[src/rtl/lps_pkg.sv]
// Package for the lamp pattern sequencer: field widths, parameter defaults and the
// command and status structures between controller and datapath. No dependencies.
package lps_pkg;

    localparam int LAMP_W          = 8;
    localparam int LED_INDEX_W     = 3;
    localparam int DURATION_W      = 16;
    localparam int DEF_CHANNELS    = 8;
    localparam int DEF_QUEUE_DEPTH = 8;
    localparam int DEF_DUR_BITS    = 16;
    localparam logic [LAMP_W-1:0] ALL_ONES = 8'hff;

    localparam logic FUNC_TICK = 1'b0;
    localparam logic FUNC_PUSH = 1'b1;

    typedef struct packed {
        logic                   push;
        logic                   tick_start;
        logic                   rd_valid;
        logic [LED_INDEX_W-1:0] rd_ch;
        logic                   ap_valid;
        logic [LED_INDEX_W-1:0] ap_ch;
        logic                   emit;
    } t_dp_cmd;

    typedef struct packed {
        logic out_free;
    } t_dp_sts;

endpackage

[src/rtl/lps_if.sv]
// Valid/ready channel interfaces for lamp commands in and lamp bytes out.
// Depends on lps_pkg for the field widths.
interface lps_in_if;
    logic                           valid;
    logic                           ready;
    logic                           func;
    logic [lps_pkg::LED_INDEX_W-1:0] led_index;
    logic                           on_off;
    logic [lps_pkg::DURATION_W-1:0] duration;
    logic                           first_of_run;

    modport source (output valid, func, led_index, on_off, duration, first_of_run,
                    input ready);
    modport sink (input valid, func, led_index, on_off, duration, first_of_run,
                  output ready);
endinterface

interface lps_out_if;
    logic                       valid;
    logic                       ready;
    logic [lps_pkg::LAMP_W-1:0] shift_byte;
    logic [lps_pkg::LAMP_W-1:0] busy_mask;
    logic                       overflow;

    modport source (output valid, shift_byte, busy_mask, overflow, input ready);
    modport sink (input valid, shift_byte, busy_mask, overflow, output ready);
endinterface

[src/rtl/lps_ctrl.sv]
// Controller of the lamp pattern sequencer: accepts transactions and sweeps the
// channels one per cycle on a tick. Depends on lps_pkg.
module lps_ctrl #(
    parameter int CHANNELS = lps_pkg::DEF_CHANNELS
) (
    input  logic             i_clk,
    input  logic             i_rst_n,
    input  logic             i_valid,
    input  logic             i_func,
    output logic             o_ready,
    output lps_pkg::t_dp_cmd o_cmd,
    input  lps_pkg::t_dp_sts i_sts
);
    import lps_pkg::*;

    typedef enum logic [3:0] {
        S_IDLE = 4'b0001,
        S_TICK = 4'b0010,
        S_TAIL = 4'b0100,
        S_EMIT = 4'b1000
    } t_state;

    t_state                 r_state, n_state;
    logic [LED_INDEX_W-1:0] r_ch, n_ch;
    logic                   r_ap_valid, n_ap_valid;
    logic [LED_INDEX_W-1:0] r_ap_ch, n_ap_ch;
    logic                   w_accept;

    assign o_ready  = (r_state == S_IDLE);
    assign w_accept = i_valid && o_ready;

    always_comb begin
        n_state    = r_state;
        n_ch       = r_ch;
        n_ap_valid = 1'b0;
        n_ap_ch    = r_ap_ch;
        o_cmd      = '0;
        o_cmd.ap_valid = r_ap_valid;
        o_cmd.ap_ch    = r_ap_ch;
        unique case (r_state)
            S_IDLE: begin
                if (w_accept) begin
                    if (i_func == FUNC_PUSH) begin
                        o_cmd.push = 1'b1;
                        n_state    = S_EMIT;
                    end else begin
                        o_cmd.tick_start = 1'b1;
                        n_ch             = '0;
                        n_state          = S_TICK;
                    end
                end
            end
            S_TICK: begin
                o_cmd.rd_valid = 1'b1;
                o_cmd.rd_ch    = r_ch;
                n_ap_valid     = 1'b1;
                n_ap_ch        = r_ch;
                if (r_ch == LED_INDEX_W'(CHANNELS - 1)) begin
                    n_state = S_TAIL;
                end else begin
                    n_ch = r_ch + 1'b1;
                end
            end
            S_TAIL: begin
                n_state = S_EMIT;
            end
            S_EMIT: begin
                if (i_sts.out_free) begin
                    o_cmd.emit = 1'b1;
                    n_state    = S_IDLE;
                end
            end
            default: begin
                n_state = S_IDLE;
            end
        endcase
    end

    always_ff @(posedge i_clk) begin
        if (!i_rst_n) begin
            r_state    <= S_IDLE;
            r_ch       <= '0;
            r_ap_valid <= 1'b0;
            r_ap_ch    <= '0;
        end else begin
            r_state    <= n_state;
            r_ch       <= n_ch;
            r_ap_valid <= n_ap_valid;
            r_ap_ch    <= n_ap_ch;
        end
    end

endmodule

[src/rtl/lps_dp.sv]
// Datapath of the lamp pattern sequencer: command store, per-channel queue state,
// countdowns, lamp bits and the result register. Depends on lps_pkg.
module lps_dp #(
    parameter int CHANNELS      = lps_pkg::DEF_CHANNELS,
    parameter int QUEUE_DEPTH   = lps_pkg::DEF_QUEUE_DEPTH,
    parameter int DURATION_BITS = lps_pkg::DEF_DUR_BITS
) (
    input  logic                              i_clk,
    input  logic                              i_rst_n,
    input  lps_pkg::t_dp_cmd                  i_cmd,
    output lps_pkg::t_dp_sts                  o_sts,
    input  logic [lps_pkg::LED_INDEX_W-1:0]   i_led_index,
    input  logic                              i_on_off,
    input  logic [lps_pkg::DURATION_W-1:0]    i_duration,
    input  logic                              i_first_of_run,
    output logic                              o_valid,
    input  logic                              i_ready,
    output logic [lps_pkg::LAMP_W-1:0]        o_shift_byte,
    output logic [lps_pkg::LAMP_W-1:0]        o_busy_mask,
    output logic                              o_overflow
);
    import lps_pkg::*;

    localparam int SLOT_W = $clog2(QUEUE_DEPTH);
    localparam int CNT_W  = $clog2(QUEUE_DEPTH + 1);
    localparam int DEPTH  = CHANNELS * QUEUE_DEPTH;
    localparam int ADDR_W = (DEPTH > 1) ? $clog2(DEPTH) : 1;
    localparam int WORD_W = DURATION_BITS + 1;

    logic [WORD_W-1:0]        mem [DEPTH];
    logic [WORD_W-1:0]        r_rd_data;

    logic [SLOT_W-1:0]        r_head  [CHANNELS];
    logic [SLOT_W-1:0]        n_head  [CHANNELS];
    logic [CNT_W-1:0]         r_count [CHANNELS];
    logic [CNT_W-1:0]         n_count [CHANNELS];
    logic [CHANNELS-1:0]      r_run, n_run;
    logic [DURATION_BITS-1:0] r_cd    [CHANNELS];
    logic [DURATION_BITS-1:0] n_cd    [CHANNELS];
    logic [CHANNELS-1:0]      r_lamp, n_lamp;
    logic                     r_ovf, n_ovf;

    logic                     r_out_valid;
    logic [LAMP_W-1:0]        r_out_shift;
    logic [LAMP_W-1:0]        r_out_busy;
    logic                     r_out_ovf;

    logic                     w_wr_en;
    logic [ADDR_W-1:0]        w_wr_addr;
    logic [WORD_W-1:0]        w_wr_data;
    logic [ADDR_W-1:0]        w_rd_addr;
    logic [CHANNELS-1:0]      w_busy;

    always_comb begin
        logic [SLOT_W-1:0] v_head;
        logic [CNT_W-1:0]  v_cnt;
        logic [SLOT_W:0]   v_sum;
        v_head    = '0;
        v_cnt     = '0;
        v_sum     = '0;
        n_head    = r_head;
        n_count   = r_count;
        n_run     = r_run;
        n_cd      = r_cd;
        n_lamp    = r_lamp;
        n_ovf     = r_ovf;
        w_wr_en   = 1'b0;
        w_wr_addr = '0;
        w_wr_data = {i_on_off, DURATION_BITS'(i_duration)};
        w_rd_addr = '0;
        if (i_cmd.tick_start || i_cmd.push) begin
            n_ovf = 1'b0;
        end
        for (int i = 0; i < CHANNELS; i++) begin
            if (i_cmd.push && (i_led_index == LED_INDEX_W'(i))) begin
                if (i_first_of_run) begin
                    v_head   = '0;
                    v_cnt    = '0;
                    n_run[i] = 1'b0;
                end else begin
                    v_head = r_head[i];
                    v_cnt  = r_count[i];
                end
                n_head[i]  = v_head;
                n_count[i] = v_cnt;
                if (v_cnt == CNT_W'(QUEUE_DEPTH)) begin
                    n_ovf = 1'b1;
                end else begin
                    v_sum = {1'b0, v_head} + (SLOT_W + 1)'(v_cnt);
                    if (v_sum >= (SLOT_W + 1)'(QUEUE_DEPTH)) begin
                        v_sum = v_sum - (SLOT_W + 1)'(QUEUE_DEPTH);
                    end
                    w_wr_en    = 1'b1;
                    w_wr_addr  = ADDR_W'(i * QUEUE_DEPTH) + ADDR_W'(v_sum[SLOT_W-1:0]);
                    n_count[i] = v_cnt + 1'b1;
                end
            end
            if (i_cmd.rd_valid && (i_cmd.rd_ch == LED_INDEX_W'(i))) begin
                w_rd_addr = ADDR_W'(i * QUEUE_DEPTH) + ADDR_W'(r_head[i]);
            end
            if (i_cmd.ap_valid && (i_cmd.ap_ch == LED_INDEX_W'(i)) && (r_count[i] != '0)) begin
                if (!r_run[i]) begin
                    n_lamp[i] = r_rd_data[DURATION_BITS];
                    n_cd[i]   = r_rd_data[DURATION_BITS-1:0];
                    n_run[i]  = 1'b1;
                end else if (r_cd[i] == '0) begin
                    n_lamp[i]  = 1'b0;
                    n_head[i]  = (r_head[i] == SLOT_W'(QUEUE_DEPTH - 1)) ? '0
                                                                         : r_head[i] + 1'b1;
                    n_count[i] = r_count[i] - 1'b1;
                    n_run[i]   = 1'b0;
                end else begin
                    n_cd[i] = r_cd[i] - 1'b1;
                end
            end
            w_busy[i] = (r_count[i] != '0);
        end
    end

    always_ff @(posedge i_clk) begin
        if (w_wr_en) begin
            mem[w_wr_addr] <= w_wr_data;
        end
    end

    always_ff @(posedge i_clk) begin
        if (i_cmd.rd_valid) begin
            r_rd_data <= mem[w_rd_addr];
        end
    end

    always_ff @(posedge i_clk) begin
        if (!i_rst_n) begin
            for (int i = 0; i < CHANNELS; i++) begin
                r_head[i]  <= '0;
                r_count[i] <= '0;
                r_cd[i]    <= '0;
            end
            r_run       <= '0;
            r_lamp      <= '0;
            r_ovf       <= 1'b0;
            r_out_valid <= 1'b0;
        end else begin
            r_head  <= n_head;
            r_count <= n_count;
            r_cd    <= n_cd;
            r_run   <= n_run;
            r_lamp  <= n_lamp;
            r_ovf   <= n_ovf;
            if (i_cmd.emit) begin
                r_out_valid <= 1'b1;
            end else if (i_ready) begin
                r_out_valid <= 1'b0;
            end
        end
    end

    always_ff @(posedge i_clk) begin
        if (i_cmd.emit) begin
            r_out_shift <= ~LAMP_W'(r_lamp) & ALL_ONES;
            r_out_busy  <= LAMP_W'(w_busy);
            r_out_ovf   <= r_ovf;
        end
    end

    assign o_sts.out_free = !r_out_valid || i_ready;
    assign o_valid        = r_out_valid;
    assign o_shift_byte   = r_out_shift;
    assign o_busy_mask    = r_out_busy;
    assign o_overflow     = r_out_ovf;

endmodule

[src/rtl/led_pattern_sequencer_core.sv]
// Top level of the lamp pattern sequencer: joins controller and datapath to the
// channel interfaces. Depends on lps_pkg, lps_if, lps_ctrl and lps_dp.
//
//   Port      Direction  Transaction
//   i_cmd     in         tick or lamp command push (func, led_index, on_off, ...)
//   o_res     out        inverted lamp byte, busy mask and overflow flag
//
// After a push is accepted the queue is updated, and the result register is then
// loaded in the emit state before the next ready.
// A tick sweeps the channels: the command store has one read port, so the
// channels are read and advanced one per cycle, followed by a tail and a load.
// A result waiting in the output register stalls the load cycle only.
// Reset is synchronous and active low; it empties every queue and turns all lamps off.
module led_pattern_sequencer_core #(
    parameter int CHANNELS      = lps_pkg::DEF_CHANNELS,
    parameter int QUEUE_DEPTH   = lps_pkg::DEF_QUEUE_DEPTH,
    parameter int DURATION_BITS = lps_pkg::DEF_DUR_BITS
) (
    input  logic      i_clk,
    input  logic      i_rst_n,
    lps_in_if.sink    i_cmd,
    lps_out_if.source o_res
);
    import lps_pkg::*;

    t_dp_cmd w_cmd;
    t_dp_sts w_sts;
    logic    w_ready;

    assign i_cmd.ready = w_ready;

    lps_ctrl #(
        .CHANNELS(CHANNELS)
    ) u_ctrl (
        .i_clk   (i_clk),
        .i_rst_n (i_rst_n),
        .i_valid (i_cmd.valid),
        .i_func  (i_cmd.func),
        .o_ready (w_ready),
        .o_cmd   (w_cmd),
        .i_sts   (w_sts)
    );

    lps_dp #(
        .CHANNELS      (CHANNELS),
        .QUEUE_DEPTH   (QUEUE_DEPTH),
        .DURATION_BITS (DURATION_BITS)
    ) u_dp (
        .i_clk          (i_clk),
        .i_rst_n        (i_rst_n),
        .i_cmd          (w_cmd),
        .o_sts          (w_sts),
        .i_led_index    (i_cmd.led_index),
        .i_on_off       (i_cmd.on_off),
        .i_duration     (i_cmd.duration),
        .i_first_of_run (i_cmd.first_of_run),
        .o_valid        (o_res.valid),
        .i_ready        (o_res.ready),
        .o_shift_byte   (o_res.shift_byte),
        .o_busy_mask    (o_res.busy_mask),
        .o_overflow     (o_res.overflow)
    );

endmodule

[src/flat_wrapper.sv]
// flat-port wrapper written by rule: the top's interface ports become plain ports
module led_pattern_sequencer_core_flat import lps_pkg::*;
#(
    parameter int CHANNELS      = lps_pkg::DEF_CHANNELS,
    parameter int QUEUE_DEPTH   = lps_pkg::DEF_QUEUE_DEPTH,
    parameter int DURATION_BITS = lps_pkg::DEF_DUR_BITS
)
  (i_clk, i_rst_n, i_cmd_valid, i_cmd_func, i_cmd_led_index, i_cmd_on_off, i_cmd_duration, i_cmd_first_of_run, i_cmd_ready, o_res_valid, o_res_shift_byte, o_res_busy_mask, o_res_overflow, o_res_ready);
  lps_in_if i_cmd_i ();
  lps_out_if o_res_i ();
  input  logic i_clk;
  input  logic i_rst_n;
  input wire logic [$bits(i_cmd_i.valid)-1:0] i_cmd_valid;
  input wire logic [$bits(i_cmd_i.func)-1:0] i_cmd_func;
  input wire logic [$bits(i_cmd_i.led_index)-1:0] i_cmd_led_index;
  input wire logic [$bits(i_cmd_i.on_off)-1:0] i_cmd_on_off;
  input wire logic [$bits(i_cmd_i.duration)-1:0] i_cmd_duration;
  input wire logic [$bits(i_cmd_i.first_of_run)-1:0] i_cmd_first_of_run;
  output wire logic [$bits(i_cmd_i.ready)-1:0] i_cmd_ready;
  output wire logic [$bits(o_res_i.valid)-1:0] o_res_valid;
  output wire logic [$bits(o_res_i.shift_byte)-1:0] o_res_shift_byte;
  output wire logic [$bits(o_res_i.busy_mask)-1:0] o_res_busy_mask;
  output wire logic [$bits(o_res_i.overflow)-1:0] o_res_overflow;
  input wire logic [$bits(o_res_i.ready)-1:0] o_res_ready;
  assign i_cmd_i.valid = i_cmd_valid;
  assign i_cmd_i.func = i_cmd_func;
  assign i_cmd_i.led_index = i_cmd_led_index;
  assign i_cmd_i.on_off = i_cmd_on_off;
  assign i_cmd_i.duration = i_cmd_duration;
  assign i_cmd_i.first_of_run = i_cmd_first_of_run;
  assign i_cmd_ready = i_cmd_i.ready;
  assign o_res_valid = o_res_i.valid;
  assign o_res_shift_byte = o_res_i.shift_byte;
  assign o_res_busy_mask = o_res_i.busy_mask;
  assign o_res_overflow = o_res_i.overflow;
  assign o_res_i.ready = o_res_ready;
  led_pattern_sequencer_core #(.CHANNELS(CHANNELS), .QUEUE_DEPTH(QUEUE_DEPTH), .DURATION_BITS(DURATION_BITS)) u_core (.i_clk(i_clk), .i_rst_n(i_rst_n), .i_cmd(i_cmd_i), .o_res(o_res_i));
endmodule
[config.mk]
export PLATFORM = sky130hd
export DESIGN_NAME = led_pattern_sequencer_core_flat
export DESIGN_NICKNAME = d
export VERILOG_FILES = /design/src/rtl/lps_pkg.sv /design/src/rtl/lps_if.sv /design/src/rtl/lps_ctrl.sv /design/src/rtl/lps_dp.sv /design/src/rtl/led_pattern_sequencer_core.sv /design/src/flat_wrapper.sv
export SDC_FILE = /design/constraint.sdc
export NUM_CORES = 2
export LEC_CHECK = 0
export BUFFER_PORTS_ARGS = -buffer_cell sky130_fd_sc_hd__buf_4
export CAP_MARGIN = 20
export CELL_PAD_IN_SITES_DETAIL_PLACEMENT = 1
export CELL_PAD_IN_SITES_GLOBAL_PLACEMENT = 1
export CORE_MARGIN = 3
export CORE_UTILIZATION = 59
export CTS_BUF_LIST = sky130_fd_sc_hd__clkbuf_4
export CTS_CLUSTER_SIZE = 16
export DETAILED_ROUTE_END_ITERATION = 10
export GPL_TIMING_DRIVEN = 1
export HOLD_SLACK_MARGIN = 0.12
export PLACE_DENSITY_LB_ADDON = 0.1
export SLEW_MARGIN = 0
export SYNTH_ARGS = -nofsm -noshare
export SYNTH_HDL_FRONTEND = slang
export SYNTH_SLANG_ARGS = --single-unit
export TNS_END_PERCENT = 100
[constraint.sdc]
create_clock -name i_clk -period 10.6 [get_ports i_clk]
set_clock_uncertainty 0.05 [all_clocks]
set_input_delay 1.06 -clock i_clk [delete_from_list [all_inputs] [get_ports i_clk]]
set_output_delay 1.06 -clock i_clk [all_outputs]
set_load 0.05 [all_outputs]
Word level (Yosys, flattened, before mapping)
Memory sizes are Yosys's and may differ from the RTL's. A register that Yosys moved wholly into a read port is not among the register bits.
Index checks and enable logic that the tools add are counted.
{"block": "op_classes", "n_addsub": 63, "magnitude_cmp": 8, "n_eq_ne": 63, "mux": 284, "bitwise": 1, "n_reduce_logical": 75}
{"op": "two-way mux 16 bit", "n": 16}
{"op": "two-way mux 3 bit", "n": 84}
{"op": "two-way mux 4 bit", "n": 61}
{"op": "logical NOT 16 bit", "n": 8}
{"op": "subtractor 16 x 1 -> 16 bit (second input constant)", "n": 8}
{"op": "two-way mux 6 bit", "n": 21}
{"op": "two-way mux 1 bit", "n": 98}
{"op": "equality test 3 bit (second input constant)", "n": 21}
{"op": "equality test 4 bit (second input constant)", "n": 9}
{"op": "logical AND 1 bit", "n": 33}
{"op": "adder 3 x 4 -> 4 bit", "n": 8}
{"op": "adder 4 x 1 -> 4 bit (second input constant)", "n": 8}
{"op": "greater-or-equal comparator 4 bit (second input constant)", "n": 8}
{"op": "AND reduction 2 bit", "n": 16}
{"op": "nonzero test 4 bit", "n": 8}
{"op": "subtractor 4 x 1 -> 4 bit (second input constant)", "n": 8}
{"op": "adder 3 x 1 -> 3 bit (second input constant)", "n": 9}
{"op": "adder 5 x 3 -> 6 bit (first input constant)", "n": 4}
{"op": "adder 6 x 3 -> 6 bit (first input constant)", "n": 4}
{"op": "inequality test 2 bit (second input constant)", "n": 12}
{"op": "subtractor 3 x 1 -> 3 bit (second input constant)", "n": 8}
{"op": "equality test 3 x 2 -> 1 bit (second input constant)", "n": 6}
{"op": "inequality test 2 x 1 -> 1 bit (second input constant)", "n": 9}
{"op": "case mux 4 bit (4 select lines)", "n": 1}
{"op": "other kinds (16)", "n": 26}
{"block": "totals", "register_bits": 230, "ram_bits": 1088, "in_bits": 26, "out_inout_bits": 19, "elab_cells": 537, "mem_count": 1}
{"name": "u_core.u_dp.mem", "words": 64, "word_bits": 17, "read_ports": 1, "rd_clocked_by_memory_dff": 1, "write_ports": 1, "line_no": "lps_dp.sv:30", "rtl": "logic [WORD_W-1:0] mem [DEPTH];"}

Depth between registers and ports, before layout
{"block": "logic_depth", "ltp_word": 26, "depth_mapped": 18, "ltp_nobuf": 13}

Cells and area by module
A second synthesis with hierarchy kept.
{"block": "hier_totals", "cells_unflattened": 4706, "area_unflattened_um2": 57331.2}
{"mod": "lps_dp", "n_inst": 1, "cells_each": 4648, "area_per_inst_um2": 56788.2}
{"mod": "lps_ctrl", "n_inst": 1, "cells_each": 58, "area_per_inst_um2": 543.0}

Worst setup path before layout
No wires, ideal clock.
{"block": "synth_timing", "path_type": "input to register", "startpoint": "input port i_cmd_first_of_run", "endpoint": "memory u_core.u_dp.mem[56][0] (netlist bit), enable pin", "arrival_time_ns": 5.353, "t_required_ns": 10.138, "slack_ns": 4.784, "stages": 13, "path_cell_list": "clkbuf_1 > clkbuf_1 > clkbuf_1 > clkbuf_1 > nor2b_1 > ha_1 > fa_1 > xnor2_1 > o22ai_1 > or4b_1 > or3_1 > buf_2 > nor3_1"}
{"block": "synth_between", "elab_chain_len": 22, "word_cells_on_any_way": 127, "classes_between": "add/sub (23); order compare (8); eq/ne (8); mux (88)"}
{"element": "start, declared", "line_no": "flat_wrapper.sv:18", "rtl": "input wire logic [$bits(i_cmd_i.first_of_run)-1:0] i_cmd_first_of_run;"}
{"element": "two-way mux 3 bit or two-way mux 4 bit (tied branches)", "line_no": "lps_dp.sv:76", "rtl": "if (i_first_of_run) begin"}
{"element": "two-way mux 3 bit or two-way mux 4 bit (tied branches)", "line_no": "lps_dp.sv:75", "rtl": "if (i_cmd.push && (i_led_index == LED_INDEX_W'(i))) begin"}
{"element": "adder 3 x 4 -> 4 bit", "line_no": "lps_dp.sv:89", "rtl": "v_sum = {1'b0, v_head} + (SLOT_W + 1)'(v_cnt);"}
{"element": "greater-or-equal comparator 4 bit or subtractor 3 x 1 -> 3 bit (tied branches)", "line_no": "lps_dp.sv:90, lps_dp.sv:91"}
{"element": "two-way mux 3 bit", "line_no": "lps_dp.sv:90", "rtl": "if (v_sum >= (SLOT_W + 1)'(QUEUE_DEPTH)) begin"}
{"element": "two-way mux 3 bit", "line_no": "lps_dp.sv:86", "rtl": "if (v_cnt == CNT_W'(QUEUE_DEPTH)) begin"}
{"element": "two-way mux 3 bit", "line_no": "lps_dp.sv:75"}
{"element": "adder 4 x 3 -> 5 bit", "line_no": "lps_dp.sv:94", "rtl": "w_wr_addr = ADDR_W'(i * QUEUE_DEPTH) + ADDR_W'(v_sum[SLOT_W-1:0]);"}
{"element": "[... 6 more ...]"}
{"element": "two-way mux 6 bit", "line_no": "lps_dp.sv:86"}
{"element": "two-way mux 6 bit", "line_no": "lps_dp.sv:75"}
{"element": "two-way mux 6 bit", "line_no": "lps_dp.sv:86"}
{"element": "two-way mux 6 bit", "line_no": "lps_dp.sv:75"}
{"element": "two-way mux 6 bit", "line_no": "lps_dp.sv:86"}
{"element": "two-way mux 6 bit", "line_no": "lps_dp.sv:75"}
{"element": "two-way mux 6 bit", "line_no": "lps_dp.sv:86"}
{"element": "two-way mux 6 bit", "line_no": "lps_dp.sv:75"}
{"element": "end, declared", "line_no": "lps_dp.sv:30"}
Parallel ways exist; a longest one is shown, timed or not. The select of a mux whose other input is x is not followed.

Worst setup path after layout
{"block": "layout_timing", "startpoint": "register u_core.u_ctrl.r_ch[1]", "endpoint": "register u_core.u_dp.r_rd_data[1], read port of u_core.u_dp.mem, data pin"}
{"block": "layout_between", "elab_chain_len": 11, "word_cells_on_any_way": 25, "classes_between": "eq/ne (7); mux (9); reduce/logical (9)"}
{"element": "start, declared", "line_no": "lps_ctrl.sv:24", "rtl": "logic [LED_INDEX_W-1:0] r_ch, n_ch;"}
{"element": "start signal, assigned", "line_no": "lps_ctrl.sv:87", "rtl": "r_ch <= n_ch;"}
{"element": "two-way mux 4 bit (*)", "line_no": "lps_ctrl.sv:40", "rtl": "unique case (r_state)"}
{"element": "logical NOT 3 bit", "line_no": "lps_dp.sv:98", "rtl": "if (i_cmd.rd_valid && (i_cmd.rd_ch == LED_INDEX_W'(i))) begin"}
{"element": "logical AND 1 bit", "line_no": "lps_dp.sv:98"}
{"element": "two-way mux 3 bit", "line_no": "lps_dp.sv:98"}
{"element": "two-way mux 6 bit (6 in a row)", "line_no": "lps_dp.sv:98"}
{"element": "two-way mux 6 bit (*)", "line_no": "lps_dp.sv:98"}
{"element": "end, declared", "line_no": "lps_dp.sv:31", "rtl": "logic [WORD_W-1:0] r_rd_data;"}
Every way passes the cells marked *; elsewhere a longest branch is shown, timed or not.
A chain may end at the register's enable or synchronous reset.

==> results <==
- Counting every sink on the clock net gives 1,335.
- The worst setup slack before clock tree synthesis is 4.16 ns.
- The pin count of the biggest net entering global routing is 151.
- The commonest non-fill, non-tap cell in the layout is sky130_fd_sc_hd__edfxtp_1.
- The critical path start-end classification is reg2reg.
- The post-synthesis average cell area is 12.2 µm².
- Of the post-synthesis cell area, the dominant cell type holds 57.6%.
- The final max-slew violation count is 0.
- The cell type with the largest total area after synthesis is sky130_fd_sc_hd__edfxtp_1.
- The most used flip-flop cell after synthesis is sky130_fd_sc_hd__edfxtp_1.
- For this run, the total global-route usage over all layers was measured as 37.2%.
- The post-CTS resize count is 0.
- The area fraction in and, or, nand and nor cells after synthesis is 13.8%.
- The share of the synthesized area in compound gates (AO/OA/AOI/OAI) is 10.5%.
- After synthesis, the cell types taking the most area are sky130_fd_sc_hd__edfxtp_1, sky130_fd_sc_hd__dfxtp_1, sky130_fd_sc_hd__nand2_1.
- The height of the chip is 321 µm.
- The post-route antenna net violation count is 0.
- The startpoint type of the worst setup path is a register.
- Setup repair after global routing left no endpoint under its margin.
- After Yosys synthesis, full adders, half adders and majority gates account for 1.51% of the synthesized area.
- After synthesis, the largest family of logic cells by area is simple AND/OR/NAND/NOR gates.
- Of the total synthesized cell area, the portion taken by XOR and XNOR cells is 0.479%.
- The number of setup violations in the final report is 0.
- The row count is 114.
- After global routing the overflow that remains totals 0.
- The number of instances in the synthesized netlist is 4,780.
- The first global-routing pass estimated 286 mm of wire.
- The worst-case setup margin in the final layout is 4.87 ns.
- The post-route core utilization is 66.1%.
- The worst hold path was traced through 4 stages.
- The finished layout holds 6,525 standard cells, fillers aside.
- Of the cells placed in the final design, the portion with a size suffix greater than 1 is 17.0%.
- The worst-case IR drop observed on VDD is 153 µV.
- The placed instance count is 5,909.
- The via count of the first global-routing pass is 45,400.
- In this run the power density over the cells is 160 mW/mm².
- The total vias in the final route is 43,600.
- The final-report hold violation count is 0.
- The synthesized netlist net count is 4,872.
- The post-synthesis to final-layout area growth is 10.2%.
- The HPWL after detailed placement is 114 mm.
- The core region is 0.0976 mm².
- The cell chosen for the clock root is sky130_fd_sc_hd__clkbuf_4.
- The analysis attributes to cell leakage a power of 23.4 nW.
- The library cells used most frequently in the layout, excluding fill and tap cells, are sky130_fd_sc_hd__edfxtp_1, sky130_fd_sc_hd__nand2_1, sky130_fd_sc_hd__clkbuf_4.
- The via density per instance is 6.68.
- The capturing element type of the critical path is a register.
- The path category of the worst min-delay check is in2reg.
- In the final design database the tool counted 5,094 nets.
- The part of the Yosys area used for sequential elements is 64.8%.
- The post-detailed-route DRC marker count is 0.
- Of all flip-flops after synthesis, the portion carrying an async set or reset was 0%.
- Across the run, the number of max-cap violations was 0.
- The post-synthesis cell type count is 96.
- For this run, the top clock speed supported by timing is 174 MHz.
- The worst relative slew slack is 18.7%.
- The clock tree buffer depth is 4.
- The initial cell density of the core is 60.0%.
- During I/O placement, the number of pins put on the boundary was 45.
- For this block, the routed nets add up to 193 mm of wire.
- The floorplan step defined a die boundary enclosing 0.103 mm².
- The detailed-routing iteration count for the pre-antenna-repair pass is 6.
- TritonCTS built the clock tree.
- STA puts the critical path data required time at 11.51 ns.
- The depth of the worst register-to-register path is 9.
- Once the clock tree was built, the setup fixing pass inserted 0 buffers.
- In this run, synthesis produced a sequential element count of 1,335.
- After clock tree synthesis, the clock-pin slew on the worst setup and hold paths is 0.07 ns.
- The slew at the pin closest to its max-slew limit is 1.21 ns.
- The count of input and output buffers is 44.
- The post-synthesis cell area is 0.0585 mm².
- After layout, the minimum clock period comes to 5.73 ns.
- Routability-driven placement finished with a final weighted congestion of 0.898.
- The cts-stage hold buffer count is 2.
- During synthesis, Yosys emitted a total of 0 warnings.
- The initial antenna violation count is 9.
- The later pin in the worst-skew pair is clocked with a latency of 1.25 ns.
- The ratio of final minimum period to clock period is 54.1%.
- The final total negative setup slack is 0 ns.
- After the first detailed-routing iteration, the DRC count stood at 5,021.
- The mux cell area share after synthesis is 5.51%.
- The largest fanout of any net on the critical path is 47.
- The number of flops mapped to enable cells by yosys is 1,122.
- The clock buffer count from CTS is 356.
- Measured along the x axis, the die boundary spans 321 µm.
- On the final layout, the worst hold slack is 0.270 ns.
- The data arrival time of the critical path is 6.64 ns.
- The number of levels in the clock H-tree is 5.
- The final-layout fill cell count is 9,727.
- The routed length per instance is 29.6 µm.
- The run finished with clean final reports.
==> cell type report <==
| cell class | instances | area (µm²) | area share, % |
|---|---|---|---|
| sequential | 1335 | 38000 | 58.8 |
| clock inverter | 90 | 424 | 0.657 |
| multi-input combinational | 3018 | 18900 | 29.2 |
| antenna | 8 | 20.0 | 0.0310 |
| tap | 1276 | 1600 | 2.47 |
| clock buffer | 507 | 3810 | 5.90 |
| inverter | 120 | 450 | 0.698 |
| timing repair buffer | 171 | 1410 | 2.19 |
==> per-stage QoR <==
stage | total power, W | area, µm²
after global routing | 0.0107 | 64500
after detailed placement | 0.00602 | 60100
after CTS | 0.0104 | 64400
after global placement | 0.00601 | 60100
final | 0.0103 | 64500
after floorplan | 0.00589 | 58500
==> where the power goes <==
group | leakage (nW) | switching [W] | total, W | internal [W]
sequential | 11.8 | 0.0000137 | 0.00570 | 0.00569
combinational | 9.11 | 0.000169 | 0.000207 | 0.0000380
clock | 2.54 | 0.00217 | 0.00441 | 0.00224
==> layer usage <==
layer / GRT usage [%] / part of all wire [%]
met1: 47.3 / 38
met2: 59.1 / 47
met3: 8.74 / 9.9
met4: 20.9 / 5.7
met5: 0 / 0.024
==> cell families after synthesis <==
logic type | Yosys count
flops | 1335
mux | 294
fa+ha+maj | 66
simple gates | 1743
xor+xnor | 32
buf+inv | 427
compound gates | 883
==> synthesized netlist by cell type (13+ instances only) <==
| cell type | number |
|---|---|
| sky130_fd_sc_hd__mux4_2 | 18 |
| sky130_fd_sc_hd__nand2_1 | 753 |
| sky130_fd_sc_hd__o22ai_1 | 60 |
| sky130_fd_sc_hd__o21a_1 | 15 |
| sky130_fd_sc_hd__buf_6 | 16 |
| sky130_fd_sc_hd__and3_1 | 41 |
| sky130_fd_sc_hd__inv_1 | 116 |
| sky130_fd_sc_hd__o21ai_0 | 145 |
| sky130_fd_sc_hd__xnor2_1 | 21 |
| sky130_fd_sc_hd__nor4_1 | 30 |
| sky130_fd_sc_hd__nor2b_1 | 58 |
| sky130_fd_sc_hd__ha_1 | 58 |
| sky130_fd_sc_hd__nand4_1 | 42 |
| sky130_fd_sc_hd__dfxtp_1 | 213 |
| sky130_fd_sc_hd__and2_1 | 60 |
| sky130_fd_sc_hd__mux2_2 | 31 |
| sky130_fd_sc_hd__buf_2 | 77 |
| sky130_fd_sc_hd__a211oi_1 | 29 |
| sky130_fd_sc_hd__a21boi_0 | 32 |
| sky130_fd_sc_hd__a32oi_1 | 33 |
| sky130_fd_sc_hd__a21oi_1 | 210 |
| sky130_fd_sc_hd__o211ai_1 | 27 |
| sky130_fd_sc_hd__or3_1 | 37 |
| sky130_fd_sc_hd__nand3_1 | 301 |
| sky130_fd_sc_hd__nand2b_1 | 13 |
| sky130_fd_sc_hd__nor2_1 | 229 |
| sky130_fd_sc_hd__nor3_1 | 102 |
| sky130_fd_sc_hd__buf_4 | 15 |
| sky130_fd_sc_hd__mux2i_1 | 244 |
| sky130_fd_sc_hd__o221a_2 | 48 |
| sky130_fd_sc_hd__clkbuf_1 | 172 |
| sky130_fd_sc_hd__a22oi_1 | 17 |
| sky130_fd_sc_hd__edfxtp_1 | 1122 |
| sky130_fd_sc_hd__o32ai_1 | 13 |
| sky130_fd_sc_hd__o22a_1 | 24 |
| sky130_fd_sc_hd__buf_1 | 19 |
| sky130_fd_sc_hd__a41oi_1 | 17 |
| sky130_fd_sc_hd__a31oi_1 | 79 |
| sky130_fd_sc_hd__nor3b_1 | 16 |
==> worst max-delay path, stage by stage, from the launching register on <==
cell and delay (ns):
sky130_fd_sc_hd__dfxtp_1 0.98, sky130_fd_sc_hd__mux2i_1 0.24, sky130_fd_sc_hd__o22ai_1 0.37, sky130_fd_sc_hd__a21oi_2 0.31, sky130_fd_sc_hd__nor2_4 0.53, sky130_fd_sc_hd__buf_4 0.69
sky130_fd_sc_hd__buf_4 0.75, sky130_fd_sc_hd__a31oi_1 0.39, sky130_fd_sc_hd__o32ai_1 0.90, sky130_fd_sc_hd__a21oi_1 0.23
==> state kept, by name (all words and copies together) (netlist names) <==
| name | count |
|---|---|
| u_core.u_dp.r_rd_data | 17 |
| u_core.u_ctrl.r_ch | 3 |
| u_core.u_dp.o_busy_mask | 8 |
| u_core.u_dp.r_head | 24 |
| u_core.u_ctrl.r_ap_ch | 3 |
| u_core.u_dp.o_valid | 1 |
| u_core.u_ctrl.r_state | 4 |
| u_core.u_dp.o_shift_byte | 8 |
| u_core.u_dp.r_lamp | 8 |
| u_core.u_dp.r_count | 32 |
| u_core.u_dp.o_overflow | 1 |
| u_core.u_dp.mem | 1088 |
| u_core.u_dp.r_ovf | 1 |
| u_core.u_dp.r_run | 8 |
| u_core.u_ctrl.r_ap_valid | 1 |
| u_core.u_dp.r_cd | 128 |
==> final timing paths <==
check	startpoint	end	slack, ns
hold / removal	i_cmd_func	u_core.u_ctrl.r_ch[1]	0.27
setup / recovery	u_core.u_ctrl.r_ch[1]	u_core.u_dp.r_rd_data[1]	4.87
setup reg to reg	u_core.u_ctrl.r_ch[1]	u_core.u_dp.r_rd_data[1]	4.87
hold reg to reg	u_core.u_dp.r_lamp[1]	u_core.u_dp.o_shift_byte[1]	0.42
(Power assumes the default switching activity.)
